[config.mk]
export PLATFORM = sky130hd
export DESIGN_NAME = pcl_mul
export DESIGN_NICKNAME = d
export VERILOG_FILES = /design/src/sv/pcl_pkg.sv /design/src/sv/pcl_mul.sv
export SDC_FILE = /design/constraint.sdc
export NUM_CORES = 2
export LEC_CHECK = 0
export BUFFER_PORTS_ARGS = -buffer_cell sky130_fd_sc_hd__clkbuf_2
export CAP_MARGIN = 15
export CORE_MARGIN = 3
export CORE_UTILIZATION = 40
export DETAILED_ROUTE_END_ITERATION = 8
export HOLD_SLACK_MARGIN = 0.1
export RECOVER_POWER = 25
export SYNTH_ARGS = -nofsm -noshare
export SYNTH_HDL_FRONTEND = slang
export SYNTH_SLANG_ARGS = --single-unit
[constraint.sdc]
create_clock -name clk -period 10.35 [get_ports clk]
set_clock_uncertainty 0.05 [all_clocks]
set_input_delay 1.5525 -clock clk [delete_from_list [all_inputs] [get_ports clk]]
set_output_delay 1.5525 -clock clk [all_outputs]
set_load 0.01 [all_outputs]
[src/sv/pcl_pkg.sv]
`timescale 1ns / 1ps
// Package for the PID controller with limits: widths, configuration record,
// sequencer states, control structs and wide fixed-point helpers.
// No dependencies.
package pcl_pkg;

	localparam int unsigned SAMPLE_WIDTH_DEF = 16;
	localparam int unsigned CFG_W            = 48;
	localparam int unsigned CFG_IDX_W        = 3;
	localparam int unsigned DRIVE_W          = 16;
	localparam int unsigned MUL_W            = 33;
	localparam int unsigned PROD_W           = 2 * MUL_W;
	localparam int unsigned ACC_W            = 82;
	localparam int unsigned FRAC_W           = 16;
	localparam int unsigned WFRAC_W          = 15;
	localparam int unsigned SUM_W            = 43;
	localparam int unsigned ACT_W            = 40;
	localparam int unsigned INTEG_W          = 48;
	localparam int unsigned TERM_W           = 32;

	typedef logic signed [ACC_W-1:0] wide_t;

	// Configuration register indexes.
	typedef enum logic [CFG_IDX_W-1:0] {
		REG_P_GAIN,
		REG_I_GAIN,
		REG_D_GAIN,
		REG_SMOOTH,
		REG_OUT_LIM,
		REG_ERR_LIM,
		REG_INT_CAP,
		REG_INT_DECAY
	} reg_idx_t;

	typedef struct packed {
		logic signed [31:0] p_gain;
		logic signed [31:0] i_gain;
		logic signed [31:0] d_gain;
		logic [15:0]        w_der;
		logic [15:0]        w_sp;
		logic [15:0]        w_out;
		logic signed [15:0] lo_clip;
		logic signed [15:0] hi_clip;
		logic signed [15:0] offset;
		logic [15:0]        hold_band;
		logic [15:0]        rate_lim;
		logic [15:0]        kill;
		logic signed [31:0] cap;
		logic [15:0]        dec_norm;
		logic [15:0]        dec_cap;
	} cfg_t;

	// Sequencer steps; each step issues at most one multiplication.
	typedef enum logic [4:0] {
		ST_IDLE,
		ST_CLR,
		ST_FS1,
		ST_FS2,
		ST_FS3,
		ST_HOLD,
		ST_ERR,
		ST_DF1,
		ST_DF2,
		ST_DF3,
		ST_DEC2,
		ST_DEC3,
		ST_P,
		ST_I1,
		ST_I2,
		ST_D,
		ST_O1,
		ST_O2,
		ST_O3,
		ST_O4,
		ST_OUT
	} state_t;

	typedef struct packed {
		logic fire;
		logic clear;
		logic hold;
		logic slot_free;
	} seq_in_t;

	typedef struct packed {
		state_t st;
		logic   idle;
		logic   emit;
	} seq_ctl_t;

	// Saturate a wide signed value to a signed range of the given width.
	function automatic wide_t sat_w(input wide_t v, input int unsigned bits);
		wide_t hi;
		wide_t lo;
		hi = (wide_t'(1) <<< (bits - 1)) - wide_t'(1);
		lo = -hi - wide_t'(1);
		if (v > hi) begin
			return hi;
		end else if (v < lo) begin
			return lo;
		end
		return v;
	endfunction

	// Arithmetic shift right with rounding half up.
	function automatic wide_t shr_rnd(input wide_t v, input int unsigned s);
		return (v + (wide_t'(1) <<< (s - 1))) >>> s;
	endfunction

endpackage

[src/sv/pcl_mul.sv]
`timescale 1ns / 1ps
// Shared signed multiplier with a registered product.
// Depends on pcl_pkg for operand widths.
module pcl_mul (
	input  logic                                clk,
	input  logic signed [pcl_pkg::MUL_W-1:0]    a,
	input  logic signed [pcl_pkg::MUL_W-1:0]    b,
	output logic signed [pcl_pkg::PROD_W-1:0]   prod
);

	logic signed [pcl_pkg::PROD_W-1:0] prod_q;

	// One product per cycle, registered before any further use.
	always_ff @(posedge clk) begin
		prod_q <= a * b;
	end

	assign prod = prod_q;

endmodule

==> flow_metrics.py <==
metrics = {
    "cts": {
        "cts_root_buf": "clkbuf_16",
        "clock-sinks": 66,
        "ctsResizeCount": 0,
        "hold_buffers": 0,
        "cts.clk_slew.worst_paths_ns": 0.07,
        "clockBufferDepth": 2,
        "cts_htree_levels": 3,
        "numCtsBuffers": 9,
        "cts_tree": "done",
        "cts_setup_buffers": 0,
    },
    "grt": {
        "track_usage_pct": 22.0,
        "grt_pass1_vias": 31900,
        "antenna_found_initial": 3,
        "grt_max_degree": 34,
        "grt_pass1_wl_mm": 180,
        "overflow": 0,
    },
    "critical_path": {
        "startpoint_type": "primary input",
        "worst_ep_arrival_time_ns": 10.17,
        "end_kind": "register",
        "worst_ep_required_time_ns": 10.62,
        "path_max_fanout": 25,
        "critPathKind": "in -> reg",
    },
    "layout": {
        "mostFrequentLayoutCells": "1145 x fa_1, 1131 x inv_1, 562 x and2_1, 551 x nand2_1, 217 x ha_1",
        "finish.utilization_pct": 42.8,
        "nets": 5764,
        "layout_commonest_cell": "fa_1",
        "largest_reg_flops": 66,
        "area_growth_pct": 5.78,
        "drive_gt1_share_pct": 5.23,
        "fin_area_um2": 43100,
    },
    "timing": {
        "setup_tns_ns": 0,
        "max_freq_mhz": 101,
        "finalMaxSlewViolations": 0,
        "rsz0062_at_grt": "false",
        "hold_violations": 0,
        "timing.final.setup_violations": 0,
        "min_period_ns": 9.90,
        "max_slew.worst_pin.slew_ns": 1.17,
        "relSlewSlack_pct": 22.3,
        "fin_crit_sh_pct": 95.7,
    },
    "placement": {
        "port_buffers": 132,
        "gp_congestion": 0.943,
        "hpwl_mm": 95.1,
        "placed_area_um2": 42800,
    },
    "route": {
        "dr_total_vias": 28400,
        "drc_errors": 0,
        "dr.pass1.iters": 5,
        "routed_wl_mm": 111,
        "routedWlPerCell_um": 19.4,
        "drtIter0Drc": 1364,
        "routed_via_density": 4.98,
        "ant_nets": 0,
    },
    "logic_synthesis": {
        "ys_seq_area_share_pct": 3.24,
        "yosys.cell_types.count": 80,
        "synth-edff-count": 0,
        "syn_inst": 4338,
        "ys_ff_latch": 66,
        "synth_top_cell_by_area": "fa_1",
        "ys.flop_type": "dfxtp_1",
        "yosys_warnings": 0,
        "syn_area_um2": 40700,
        "synthTopCellsByArea": "fa_1 56%, inv_1 10%, and2_1 8.6%",
        "synth_fp_nets": 5767,
        "netlist.area_leader.share_pct": 56.3,
        "async_reset_ff_share_pct": 0,
        "avgSynthCellArea_um2": 9.39,
    },
    "die": {
        "start_util_pct": 40.5,
        "num_io_pins": 133,
        "die_w_um": 325,
        "die-height_um": 325,
        "num_rows": 116,
        "coreArea_um2": 101000,
        "die_area_um2": 106000,
    },
    "min_path": {
        "min_from": "b[0]",
        "hold_depth": 2,
        "hp-class": "in -> reg",
        "hold_end": "prod[0]",
    },
    "status": {
        "outcome": "finished, final reports clean",
    },
    "job": {
        "cap_viol_max_count": 0,
    },
}
==> synthesized netlist by cell type (4+ instances only) <==
master,instances
fa_1,1145
inv_1,1131
and2_1,562
nand2_1,551
ha_1,217
clkbuf_1,208
nor2_1,68
dfxtp_1,66
a21oi_1,57
xnor2_1,43
a21o_1,36
nand3_1,25
o21ai_0,25
xor2_1,25
nand2b_1,12
buf_2,11
nand4_1,11
o21bai_1,11
a31oi_1,8
a211oi_1,7
nor3_1,7
a211o_1,6
o21a_1,6
o21ai_1,6
and3_1,5
and4_1,5
nor2b_1,5
o211ai_1,4
==> worst max-delay path by stage <==
stage | start | to | slack [ns] | cells past startpoint
2_1_floorplan | a[32] | prod[62] | 1.51 | 23
3_3_place_gp | b[0] | prod[64] | 0.1 | 22
5_1_grt | b[0] | prod[64] | 0.12 | 22
3_5_place_dp | b[0] | prod[64] | 0.17 | 22
6_report | b[0] | prod[64] | 0.45 | 22
4_1_cts | b[0] | prod[64] | 0.56 | 22
==> metal layers <==
metal / track usage (%) / vias up / wire length (um)
met4: 8.55 / 0 / 4700
li1: - / 12300 / -
met2: 38.1 / 816 / 56200
met5: 0 / - / 0
met1: 27.9 / 15100 / 44000
met3: 3.16 / 183 / 6050
==> kinds of logic after synthesis <==
| kind of cell | share of synthesized area [%] |
|---|---|
| AOI/OAI and AO/OA | 4.07 |
| DFF | 3.24 |
| and+or+nand+nor | 15.8 |
| adders and majority gates | 62.9 |
| buffers and inverters | 12.5 |
| xor gates and xnor gates | 1.46 |
==> final cells by class <==
cell class	count	area (um^2)
Antenna cell	3	7.51
Tap cell	1357	1700
Clock inverter	5	52.6
Timing Repair Buffer	207	1190
Multi-Input combinational cell	2920	34300
Clock buffer	11	253
Inverter	1131	4250
Fill cell	9961	57500
Sequential cell	66	1320
==> stage by stage <==
step	hold slack (ns)	cells	setup slack (ns)
2_1_floorplan	1.63	4338	1.51
3_3_place_gp	1.89	5681	0.0959
3_5_place_dp	1.89	5681	0.166
4_1_cts	1.77	5697	0.558
5_1_grt	1.83	5697	0.122
6_report	1.79	5700	0.447
==> critical path, cell delays in order <==
cell and delay, ns:
clkbuf_2 0.37, nand2_1 0.25, inv_1 0.11, fa_1 0.71
fa_1 0.50, fa_1 0.93, fa_1 0.56, fa_1 0.50
fa_1 0.50, fa_1 0.50, inv_1 0.05, fa_1 0.47
inv_1 0.04, ha_1 0.42, nand3_1 0.26, nor2_1 0.29
nand2_1 0.16, nor3_1 0.92, o311ai_4 0.42, nand3_2 0.29
a211oi_1 0.10, a311oi_1 0.24
Power is left out: the tool's default activity adds up to more than one toggle a clock period on the data nets, which glitch-free logic cannot reach.
