==> src/sv/pcl_pkg.sv <==
`timescale 1ns / 1ps
// Package for the PID controller with limits: widths, configuration record,
// sequencer states, control structs and wide fixed-point helpers.
// No dependencies.
package pcl_pkg;

	localparam int unsigned SAMPLE_WIDTH_DEF = 16;
	localparam int unsigned CFG_W            = 48;
	localparam int unsigned CFG_IDX_W        = 3;
	localparam int unsigned DRIVE_W          = 16;
	localparam int unsigned MUL_W            = 33;
	localparam int unsigned PROD_W           = 2 * MUL_W;
	localparam int unsigned ACC_W            = 82;
	localparam int unsigned FRAC_W           = 16;
	localparam int unsigned WFRAC_W          = 15;
	localparam int unsigned SUM_W            = 43;
	localparam int unsigned ACT_W            = 40;
	localparam int unsigned INTEG_W          = 48;
	localparam int unsigned TERM_W           = 32;

	typedef logic signed [ACC_W-1:0] wide_t;

	// Configuration register indexes.
	typedef enum logic [CFG_IDX_W-1:0] {
		REG_P_GAIN,
		REG_I_GAIN,
		REG_D_GAIN,
		REG_SMOOTH,
		REG_OUT_LIM,
		REG_ERR_LIM,
		REG_INT_CAP,
		REG_INT_DECAY
	} reg_idx_t;

	typedef struct packed {
		logic signed [31:0] p_gain;
		logic signed [31:0] i_gain;
		logic signed [31:0] d_gain;
		logic [15:0]        w_der;
		logic [15:0]        w_sp;
		logic [15:0]        w_out;
		logic signed [15:0] lo_clip;
		logic signed [15:0] hi_clip;
		logic signed [15:0] offset;
		logic [15:0]        hold_band;
		logic [15:0]        rate_lim;
		logic [15:0]        kill;
		logic signed [31:0] cap;
		logic [15:0]        dec_norm;
		logic [15:0]        dec_cap;
	} cfg_t;

	// Sequencer steps; each step issues at most one multiplication.
	typedef enum logic [4:0] {
		ST_IDLE,
		ST_CLR,
		ST_FS1,
		ST_FS2,
		ST_FS3,
		ST_HOLD,
		ST_ERR,
		ST_DF1,
		ST_DF2,
		ST_DF3,
		ST_DEC2,
		ST_DEC3,
		ST_P,
		ST_I1,
		ST_I2,
		ST_D,
		ST_O1,
		ST_O2,
		ST_O3,
		ST_O4,
		ST_OUT
	} state_t;

	typedef struct packed {
		logic fire;
		logic clear;
		logic hold;
		logic slot_free;
	} seq_in_t;

	typedef struct packed {
		state_t st;
		logic   idle;
		logic   emit;
	} seq_ctl_t;

	// Saturate a wide signed value to a signed range of the given width.
	function automatic wide_t sat_w(input wide_t v, input int unsigned bits);
		wide_t hi;
		wide_t lo;
		hi = (wide_t'(1) <<< (bits - 1)) - wide_t'(1);
		lo = -hi - wide_t'(1);
		if (v > hi) begin
			return hi;
		end else if (v < lo) begin
			return lo;
		end
		return v;
	endfunction

	// Arithmetic shift right with rounding half up.
	function automatic wide_t shr_rnd(input wide_t v, input int unsigned s);
		return (v + (wide_t'(1) <<< (s - 1))) >>> s;
	endfunction

endpackage

==> src/sv/pcl_cfg.sv <==
`timescale 1ns / 1ps
// Configuration register file: decodes plain writes into the settings record.
// Depends on pcl_pkg for the register indexes and the record type.
module pcl_cfg (
	input  logic                             clk,
	input  logic                             arst_n,
	input  logic                             cfg_we,
	input  logic [pcl_pkg::CFG_IDX_W-1:0]    cfg_index,
	input  logic [pcl_pkg::CFG_W-1:0]        cfg_data,
	output pcl_pkg::cfg_t                    cfg
);

	pcl_pkg::cfg_t cfg_q;

	// Registers take their defaults on reset and are written one at a time.
	always_ff @(posedge clk or negedge arst_n) begin
		if (!arst_n) begin
			cfg_q.p_gain    <= '0;
			cfg_q.i_gain    <= '0;
			cfg_q.d_gain    <= '0;
			cfg_q.w_der     <= 16'h8000;
			cfg_q.w_sp      <= 16'h8000;
			cfg_q.w_out     <= 16'h8000;
			cfg_q.lo_clip   <= 16'sh8000;
			cfg_q.hi_clip   <= 16'sh7FFF;
			cfg_q.offset    <= '0;
			cfg_q.hold_band <= '0;
			cfg_q.rate_lim  <= '0;
			cfg_q.kill      <= '0;
			cfg_q.cap       <= '0;
			cfg_q.dec_norm  <= 16'h8000;
			cfg_q.dec_cap   <= 16'h8000;
		end else if (cfg_we) begin
			unique case (pcl_pkg::reg_idx_t'(cfg_index))
				pcl_pkg::REG_P_GAIN: begin
					cfg_q.p_gain <= $signed(cfg_data[31:0]);
				end
				pcl_pkg::REG_I_GAIN: begin
					cfg_q.i_gain <= $signed(cfg_data[31:0]);
				end
				pcl_pkg::REG_D_GAIN: begin
					cfg_q.d_gain <= $signed(cfg_data[31:0]);
				end
				pcl_pkg::REG_SMOOTH: begin
					cfg_q.w_der <= cfg_data[15:0];
					cfg_q.w_sp  <= cfg_data[31:16];
					cfg_q.w_out <= cfg_data[47:32];
				end
				pcl_pkg::REG_OUT_LIM: begin
					cfg_q.lo_clip <= $signed(cfg_data[15:0]);
					cfg_q.hi_clip <= $signed(cfg_data[31:16]);
					cfg_q.offset  <= $signed(cfg_data[47:32]);
				end
				pcl_pkg::REG_ERR_LIM: begin
					cfg_q.hold_band <= cfg_data[15:0];
					cfg_q.rate_lim  <= cfg_data[31:16];
					cfg_q.kill      <= cfg_data[47:32];
				end
				pcl_pkg::REG_INT_CAP: begin
					cfg_q.cap <= $signed(cfg_data[31:0]);
				end
				pcl_pkg::REG_INT_DECAY: begin
					cfg_q.dec_norm <= cfg_data[15:0];
					cfg_q.dec_cap  <= cfg_data[31:16];
				end
				default: begin
					cfg_q <= cfg_q;
				end
			endcase
		end
	end

	assign cfg = cfg_q;

endmodule

==> config.mk <==
export PLATFORM = sky130hd
export DESIGN_NAME = pcl_cfg
export DESIGN_NICKNAME = d
export VERILOG_FILES = /design/src/sv/pcl_pkg.sv /design/src/sv/pcl_cfg.sv
export SDC_FILE = /design/constraint.sdc
export NUM_CORES = 1
export LEC_CHECK = 0
export ABC_AREA = 1
export CORE_AREA = 2 2 137 139
export CTS_BUF_LIST = sky130_fd_sc_hd__clkbuf_4
export CTS_CLUSTER_SIZE = 16
export DETAILED_ROUTE_END_ITERATION = 12
export DIE_AREA = 0 0 139 141
export DONT_BUFFER_PORTS = 1
export GPL_ROUTABILITY_DRIVEN = 0
export PLACE_DENSITY = 0.79
export SLEW_MARGIN = 40
export SYNTH_ARGS = -nofsm -noshare
export SYNTH_HDL_FRONTEND = slang
export SYNTH_SLANG_ARGS = --single-unit
==> constraint.sdc <==
create_clock -name clk -period 0.8 [get_ports clk]
set_input_delay 0.24 -clock clk [delete_from_list [all_inputs] [get_ports clk]]
set_output_delay 0.24 -clock clk [all_outputs]
set_load 0.03 [all_outputs]
==> flow_summary.ini <==
[die]
die_width_um = 139
num_rows = 50
core_area_mm2 = 0.0183
start_util = 0.647
die_y_um = 141
io_pins = 358
dieArea_mm2 = 0.0196

[yosys]
yosys-top-cells-area = dfrtp_1, nand2_1, nand3_1
syn_nets = 1404
synth.distinct_cells = 12
ys_async_sr_fraction = 1.00
yosysWarnings = 0
yosys_register_bits = 304
synth.largest_area_cell = dfrtp_1
synth.top_cells.by_count = nand2_1, dfrtp_1, nand3_1, clkbuf_1, clkbuf_2
synthCells = 1350
synth.top_cell.area_share = 0.600
synth_edf_count = 0
avgSynthCellArea_um2 = 8.75
yosysMostFrequentCell = nand2_1
seq_area_frac_synth = 0.646
synth_area_mm2 = 0.0118
synthFlopType = dfrtp_1

[power]
p_per_area_mw_per_mm2 = 3080
ir_drop_mv = 1.94
power.leakage_nw = 7.16

[placed_design]
place_area_mm2 = 0.0124
numPortBuffers = 0
pre_cts_slack_ns = -0.292
post-dp-hpwl_um = 21600

[sta]
setup_viol = 330
maxSlewViolCount = 0
max_freq_ghz = 0.641
setup_ws_ns = -0.761
worstMarginPinSlew_ns = 0.502
holdWs_ns = -0.748
rsz0062_at_grt = yes
relSlewSlack = 0.664
skew_ns = 0
finalSetupTns_ns = -179.43
period_share = 1.95
finalCriticalPeriod_ns = 1.56
finalHoldViolations = 361

[worst_setup_path]
critPathRequiredTime_ns = 0.56
critPathArrivalTime_ns = 1.32
crit_fanout = 2
worst_setup_path_end_kind = output port
crit_start = cfg[139]
critPathLaunchType = register
timing.rr.start = cfg[239]
reg2reg_slack_ns = -0.07
rr_worst_depth = 4
crit_type = register to output port
timing.rr.end = cfg[239]

[clock_network]
cts_tree = built
clock_latency_ns = 0.65
cts_made_buffers = 74
cts_num_sinks = 304
clk_pin_slew_ns = 0.07
cts_max_path_buffers = 3
cts_root_buf = clkbuf_4
cts_max_level = 3

[cells_and_area]
area_growth_pct = 20.5
drive_above_1_share = 0.334
largest_reg_flops = 304
final_nets = 1469
multiInputGateArea_mm2 = 0.00381
final_area_mm2 = 0.0142
seq_area_mm2 = 0.00798
fillCellCount = 1132

[routing]
wl_um = 35800
num_vias = 9808
wl_per_cell_um = 21.1
drt_iter0_drc = 1102
drc = 0
antenna_left = 0
firstDrtPassIters = 6
vias_per_cell = 5.76

[run]
cap_violations = 0

[global_routing]
gr-total-overflow = 0
grt_max_degree = 305
grtUsageTotal = 0.363
grt_pass1_wl_um = 55100
antenna_found_initial = 2
grt_pass1_vias = 9649

[hold_path]
hold_class = primary input to async pin

[run_status]
violations = hold timing, setup timing
status = finished, violations left
==> per-layer routing <==
metal	routed length (µm)	global-route usage	part of all wire
met1	12800	0.450	0.36
met3	4550	0.131	0.13
met4	1110	0.147	0.031
met5	0	0	0
met2	17400	0.588	0.48
==> cell usage in the layout (no fill, tap or decap), drive strengths merged <==
| cell type | n |
|---|---|
| nand2 | 781 |
| dlygate4sd3 | 52 |
| nor2 | 8 |
| buf | 44 |
| inv | 7 |
| diode | 2 |
| clkinv | 14 |
| clkinvlp | 2 |
| nand3 | 144 |
| dfrtp | 283 |
| dfstp | 21 |
| clkbuf | 110 |
==> what timing repair did <==
action | CTS | global route
hold endpoints to repair | 608 | 417
pin swaps | 17 | 13
hold buffers | 51 | 2
resized for setup | 280 | 10
setup endpoints to repair | 360 | 333
setup buffers | 2 | 2
==> metrics by stage <==
step	power, mW	util	std cells
after floorplan	28.8	-	1350
after global placement	30.2	0.679	1517
after detailed placement	30.5	0.679	1517
after CTS	43.7	0.776	1697
after global routing	45.8	0.779	1702
final	43.9	0.779	1702
==> layout make-up <==
class,instances,share of cell area
clock buffers,110,0.0580
inverters,6,0.00422
flip-flops and latches,304,0.561
repair buffers,96,0.0835
clock inverters,17,0.00501
multi-input cells,933,0.268
diodes,2,0.000351
well taps,234,0.0206
==> how the worst max path moves through the flow <==
stage / endpoint / cells past startpoint
floorplan: cfg[186] / 7
global placement: cfg[187] / 6
finish: cfg[139] / 0
CTS: cfg[142] / 0
global route: cfg[175] / 0
detailed placement: cfg[291] / 6
==> report_power, final <==
part | leakage [nW] | switching (mW) | internal, mW
Clock | 0.535 | 6.05 | 6.28
Sequential | 3.43 | 8.39 | 19.0
Combinational | 3.20 | 2.54 | 1.71
Total | 7.16 | 17.0 | 26.9
==> cell families after synthesis <==
kind of cell,count (synthesis),share of synthesized area
and+or+nand+nor,933,0.312
DFF,304,0.646
buffers and inverters,113,0.0414
(Power assumes the default switching activity.)
