**src/sv/pcl_pkg.sv**
```systemverilog
`timescale 1ns / 1ps
// Package for the PID controller with limits: widths, configuration record,
// sequencer states, control structs and wide fixed-point helpers.
// No dependencies.
package pcl_pkg;

	localparam int unsigned SAMPLE_WIDTH_DEF = 16;
	localparam int unsigned CFG_W            = 48;
	localparam int unsigned CFG_IDX_W        = 3;
	localparam int unsigned DRIVE_W          = 16;
	localparam int unsigned MUL_W            = 33;
	localparam int unsigned PROD_W           = 2 * MUL_W;
	localparam int unsigned ACC_W            = 82;
	localparam int unsigned FRAC_W           = 16;
	localparam int unsigned WFRAC_W          = 15;
	localparam int unsigned SUM_W            = 43;
	localparam int unsigned ACT_W            = 40;
	localparam int unsigned INTEG_W          = 48;
	localparam int unsigned TERM_W           = 32;

	typedef logic signed [ACC_W-1:0] wide_t;

	// Configuration register indexes.
	typedef enum logic [CFG_IDX_W-1:0] {
		REG_P_GAIN,
		REG_I_GAIN,
		REG_D_GAIN,
		REG_SMOOTH,
		REG_OUT_LIM,
		REG_ERR_LIM,
		REG_INT_CAP,
		REG_INT_DECAY
	} reg_idx_t;

	typedef struct packed {
		logic signed [31:0] p_gain;
		logic signed [31:0] i_gain;
		logic signed [31:0] d_gain;
		logic [15:0]        w_der;
		logic [15:0]        w_sp;
		logic [15:0]        w_out;
		logic signed [15:0] lo_clip;
		logic signed [15:0] hi_clip;
		logic signed [15:0] offset;
		logic [15:0]        hold_band;
		logic [15:0]        rate_lim;
		logic [15:0]        kill;
		logic signed [31:0] cap;
		logic [15:0]        dec_norm;
		logic [15:0]        dec_cap;
	} cfg_t;

	// Sequencer steps; each step issues at most one multiplication.
	typedef enum logic [4:0] {
		ST_IDLE,
		ST_CLR,
		ST_FS1,
		ST_FS2,
		ST_FS3,
		ST_HOLD,
		ST_ERR,
		ST_DF1,
		ST_DF2,
		ST_DF3,
		ST_DEC2,
		ST_DEC3,
		ST_P,
		ST_I1,
		ST_I2,
		ST_D,
		ST_O1,
		ST_O2,
		ST_O3,
		ST_O4,
		ST_OUT
	} state_t;

	typedef struct packed {
		logic fire;
		logic clear;
		logic hold;
		logic slot_free;
	} seq_in_t;

	typedef struct packed {
		state_t st;
		logic   idle;
		logic   emit;
	} seq_ctl_t;

	// Saturate a wide signed value to a signed range of the given width.
	function automatic wide_t sat_w(input wide_t v, input int unsigned bits);
		wide_t hi;
		wide_t lo;
		hi = (wide_t'(1) <<< (bits - 1)) - wide_t'(1);
		lo = -hi - wide_t'(1);
		if (v > hi) begin
			return hi;
		end else if (v < lo) begin
			return lo;
		end
		return v;
	endfunction

	// Arithmetic shift right with rounding half up.
	function automatic wide_t shr_rnd(input wide_t v, input int unsigned s);
		return (v + (wide_t'(1) <<< (s - 1))) >>> s;
	endfunction

endpackage

```
**src/sv/pcl_seq.sv**
```systemverilog
`timescale 1ns / 1ps
// Step sequencer for the shared multiplier datapath.
// Depends on pcl_pkg for the state type and the control structs.
module pcl_seq (
	input  logic               clk,
	input  logic               arst_n,
	input  pcl_pkg::seq_in_t   sin,
	output pcl_pkg::seq_ctl_t  ctl
);

	pcl_pkg::state_t state_q;
	pcl_pkg::state_t state_nxt;

	always_ff @(posedge clk or negedge arst_n) begin
		if (!arst_n) begin
			state_q <= pcl_pkg::ST_IDLE;
		end else begin
			state_q <= state_nxt;
		end
	end

	// Next step: a chain, waiting in idle and wherever a result is handed over.
	always_comb begin
		state_nxt = state_q;
		unique case (state_q)
			pcl_pkg::ST_IDLE: begin
				if (sin.fire) begin
					state_nxt = sin.clear ? pcl_pkg::ST_CLR : pcl_pkg::ST_FS1;
				end
			end
			pcl_pkg::ST_CLR, pcl_pkg::ST_HOLD, pcl_pkg::ST_OUT: begin
				if (sin.slot_free) begin
					state_nxt = pcl_pkg::ST_IDLE;
				end
			end
			pcl_pkg::ST_FS1:  state_nxt = pcl_pkg::ST_FS2;
			pcl_pkg::ST_FS2:  state_nxt = pcl_pkg::ST_FS3;
			pcl_pkg::ST_FS3:  state_nxt = sin.hold ? pcl_pkg::ST_HOLD : pcl_pkg::ST_ERR;
			pcl_pkg::ST_ERR:  state_nxt = pcl_pkg::ST_DF1;
			pcl_pkg::ST_DF1:  state_nxt = pcl_pkg::ST_DF2;
			pcl_pkg::ST_DF2:  state_nxt = pcl_pkg::ST_DF3;
			pcl_pkg::ST_DF3:  state_nxt = pcl_pkg::ST_DEC2;
			pcl_pkg::ST_DEC2: state_nxt = pcl_pkg::ST_DEC3;
			pcl_pkg::ST_DEC3: state_nxt = pcl_pkg::ST_P;
			pcl_pkg::ST_P:    state_nxt = pcl_pkg::ST_I1;
			pcl_pkg::ST_I1:   state_nxt = pcl_pkg::ST_I2;
			pcl_pkg::ST_I2:   state_nxt = pcl_pkg::ST_D;
			pcl_pkg::ST_D:    state_nxt = pcl_pkg::ST_O1;
			pcl_pkg::ST_O1:   state_nxt = pcl_pkg::ST_O2;
			pcl_pkg::ST_O2:   state_nxt = pcl_pkg::ST_O3;
			pcl_pkg::ST_O3:   state_nxt = pcl_pkg::ST_O4;
			pcl_pkg::ST_O4:   state_nxt = pcl_pkg::ST_OUT;
			default:          state_nxt = pcl_pkg::ST_IDLE;
		endcase
	end

	// Control outputs derived from the current step.
	always_comb begin
		ctl.st   = state_q;
		ctl.idle = (state_q == pcl_pkg::ST_IDLE);
		ctl.emit = ((state_q == pcl_pkg::ST_CLR) || (state_q == pcl_pkg::ST_HOLD) ||
			(state_q == pcl_pkg::ST_OUT)) && sin.slot_free;
	end

endmodule

```
**config.mk**
```make
export PLATFORM = sky130hd
export DESIGN_NAME = pcl_seq
export DESIGN_NICKNAME = d
export VERILOG_FILES = /design/src/sv/pcl_pkg.sv /design/src/sv/pcl_seq.sv
export SDC_FILE = /design/constraint.sdc
export NUM_CORES = 1
export LEC_CHECK = 0
export ABC_AREA = 0
export BUFFER_PORTS_ARGS = -buffer_cell sky130_fd_sc_hd__buf_2
export CAP_MARGIN = 20
export CORE_AREA = 2 2 39 41
export DETAILED_ROUTE_END_ITERATION = 8
export DIE_AREA = 0 0 41 43
export GPL_TIMING_DRIVEN = 0
export RECOVER_POWER = 50
export REMOVE_ABC_BUFFERS = 1
export SLEW_MARGIN = 20
export SYNTH_ARGS = -nofsm -noshare
export SYNTH_HDL_FRONTEND = slang
export SYNTH_SLANG_ARGS = --single-unit
export TNS_END_PERCENT = 10
```
**constraint.sdc**
```tcl
create_clock -name clk -period 3.1 [get_ports clk]
set_input_delay 0.155 -clock clk [delete_from_list [all_inputs] [get_ports clk]]
set_output_delay 0.155 -clock clk [all_outputs]
set_load 0.005 [all_outputs]
```
==> qor.csv <==
stage,metric,value,unit
grt,number of global-route vias before repair,341,
cts,Setup Buffers After CTS,0,
cts,H-Tree Level Count,1,
route,DR WL/cell,11.61,um
grt,initial antenna violation count,0,
hold_path,hold worst-path end,state_q[0]$_DFFE_PN0P_,
power_and_ir_drop,Comb power frac,44.9,%
yosys,"flops & latches, synth",5,
yosys,share of the synthesized area in the top cell type,33.11,%
sta,final period utilization,53.32,%
grt,grt met2 use,18.13,%
power_and_ir_drop,Reg power frac,40.3,%
route,total number of vias,387,
hold_path,hold path cells,2,
floorplan,core area,1384,um2
power_and_ir_drop,Worst IR Drop VDD,0.0002482,V
sta,worst-margin pin slew,0.4304,ns
power_and_ir_drop,clock share of power,14.8,%
cells_and_area,Regs by FF count,state_q (5),
sta,Period minus WS final,1.653,ns
grt,met1 global-route usage,12.99,%
grt,GRT met3 Usage,3.141,%
sta,clock skew,0.001398,ns
cts,CTS clock-pin slew for the worst setup and hold paths,0.04,ns
grt,GRT busiest layer,met2,
outcome,status,completed,
cts,Resize count post-CTS,0,
cells_and_area,Filler cells,149,
cells_and_area,share of cells above drive strength 1,23.73,%
cells_and_area,antenna fix cells,0,
floorplan,row count,14,
yosys,number of synthesized flops with an enable pin,0,
cts,CTS max path bufs,2,
sta,Slew headroom,71.31,%
yosys,"top cells by area, synth","dfrtp_1, a21oi_1, nor3_1",
yosys,"Seq/Total Area, Yosys",33.11,%
cells_and_area,post-layout util,33.82,%
yosys,cell accounting for the most synthesized area,dfrtp_1,
critical_path,startpoint types,flip-flop,
floorplan,I/O pins,13,
power_and_ir_drop,Sw Share,45.78,%
cells_and_area,Nets,66,
route,first-pass detailed-route iteration total,4,
cells_and_area,Largest Register,state_q,
sta,unrepaired setup endpoints after global routing,no,
cts,CTS Buf Count,3,
placed_design,Post-DP HPWL,584.6,um
route,Vias/cell,5.160,
sta,Max Slew Vio Count,0,
hold_path,worst hold path type,in -> reg,
floorplan,Initial Utilization,27.31,%
placed_design,IO buf count,12,
critical_path,Crit. End Element,primary output,
yosys,Synth Flop Type,dfrtp_1,
cts,clock latency on the worst-skew pair,0.23,ns
sta,setup_tns,0,ns
cts,hold buffer count at cts,1,
cts,clock root buffer,clkbuf_4,
power_and_ir_drop,P_leak,0.0001978,uW
sta,FMAX,0.6050,GHz
route,drt drc,0,
critical_path,Crit path required time,2.94,ns
grt,pin count of the biggest net entering global routing,15,
critical_path,CP Cell Sequence,"nor2b_1, mux2i_1, nor4b_1, buf_2",
power_and_ir_drop,Pint,263.0,uW
job,Max-Cap Viols,0,
hold_path,Hold Crit Start,sin[0],
yosys,Post-Syn Instances,47,
power_and_ir_drop,PwrDens,1037,nW/um2
placed_design,GP Congestion,0.7229,
floorplan,full die area,1763,um2
yosys,"Warnings, synthesis",0,
grt,GRT Util Overall,11.38,%
yosys,ranking of synthesized cells by instance count,"dfrtp_1, nor2_1, a21oi_1, nor3_1",
yosys,ys async rst share,100.0,%
cells_and_area,max reg flops,5,
critical_path,Worst R2R Setup Slack,1.51,ns
floorplan,chip height,43,um
critical_path,FF-to-FF path depth,3,
yosys,syn avg cell area,8.040,um2
cts,Clock Sinks,5,
sta,final hold viol count,0,
route,initial drt markers,3,
floorplan,Die W,41,um
grt,global-route wire length before repair,1.359,mm
critical_path,worst r2r src,state_q[3]$_DFFE_PN0P_,
yosys,"Cell Area, Synth",377.9,um2
critical_path,critical path arrival,1.50,ns
critical_path,r2r endpoint,state_q[0]$_DFFE_PN0P_,
sta,final-report setup violation count,0,
critical_path,Setup Crit Path Kind,reg -> out,
route,antenna-violating nets left,0,
cells_and_area,Layout Area Growth over Synthesis,23.84,%
yosys,Netlist cell types,25,
grt,grt total ovfl,0,
critical_path,CP Max Fanout,14,
power_and_ir_drop,P_sw,222.1,uW
route,WL final,871,um
critical_path,Critical-path top delay cell,dfrtp_1,
critical_path,CP max stage delay,0.57,ns
cts,CTS tree,built,
## placed cells by master, fill, tap and decap left out, types with 2 or more instances in the layout
cell type	instances
nor2_1	5
clkbuf_4	3
dfrtp_1	5
nor3_1	4
a21oi_1	4
nand2_1	2
o21ai_0	3
buf_2	9
clkbuf_1	4
inv_1	2
nor2b_1	2
## metal layers
metal  vias up  wire length [um]
met1       185               390
met3         0                40
li1        193                 -
met5         -                 0
met4         0                 0
met2         9               441
## worst max-delay path by stage
stage	start	endpoint	cells after the start
floorplan	state_q[4]$_DFFE_PN0P_	state_q[0]$_DFFE_PN0P_	3
global placement	state_q[4]$_DFFE_PN0P_	state_q[0]$_DFFE_PN0P_	3
detailed placement	state_q[3]$_DFFE_PN0P_	state_q[0]$_DFFE_PN0P_	3
CTS	state_q[2]$_DFFE_PN0P_	ctl[0]	4
global route	state_q[2]$_DFFE_PN0P_	ctl[0]	4
finish	state_q[2]$_DFFE_PN0P_	ctl[0]	4
## critical path: cells and delay by family (launching register included)
kind	cells	cell delay [ns]
and+or+nand+nor	2	0.45
muxes	1	0.09
DFF	1	0.57
buffers and inverters	1	0.15
## kinds of logic after synthesis
family	share of synthesized area, %
and+or+nand+nor	27.16
AOI/OAI and AO/OA	26.82
buffers and inverters	7.947
DFF	33.11
xor gates and xnor gates	2.318
muxes	2.649
## layout make-up
cell class	instances	area [um2]	area share [%]
Inverter	2	7.507	1.604
Timing Repair Buffer	13	66.31	14.17
Sequential cell	5	125.1	26.74
Clock buffer	4	26.28	5.615
Multi-Input combinational cell	35	222.7	47.59
Tap cell	16	20.02	4.278
## through the flow
stage | hold slack (ns) | area (um2) | setup slack (ns) | instances | power, uW
3_3_place_gp | -0.02856 | 435.4 | 1.539 | 70 | 410.9
4_1_cts | 0.1900 | 471.7 | 1.420 | 75 | 492.6
3_5_place_dp | -0.02710 | 435.4 | 1.528 | 70 | 416.9
6_report | 0.1977 | 467.9 | 1.447 | 75 | 485.1
2_1_floorplan | -0.1406 | 355.3 | 1.664 | 42 | 330.7
5_1_grt | 0.2045 | 467.9 | 1.265 | 75 | 541.6
## power groups by stage
stage                     Clock, uW  Combinational (uW)  Sequential (uW)
final                          71.8                 218              195
after global routing           82.5                 251              208
after CTS                      75.0                 223              195
after detailed placement          0                 221              196
after global placement            0                 218              193
after floorplan                   0                 158              172
Note: power is estimated with default switching activity, not from simulation.
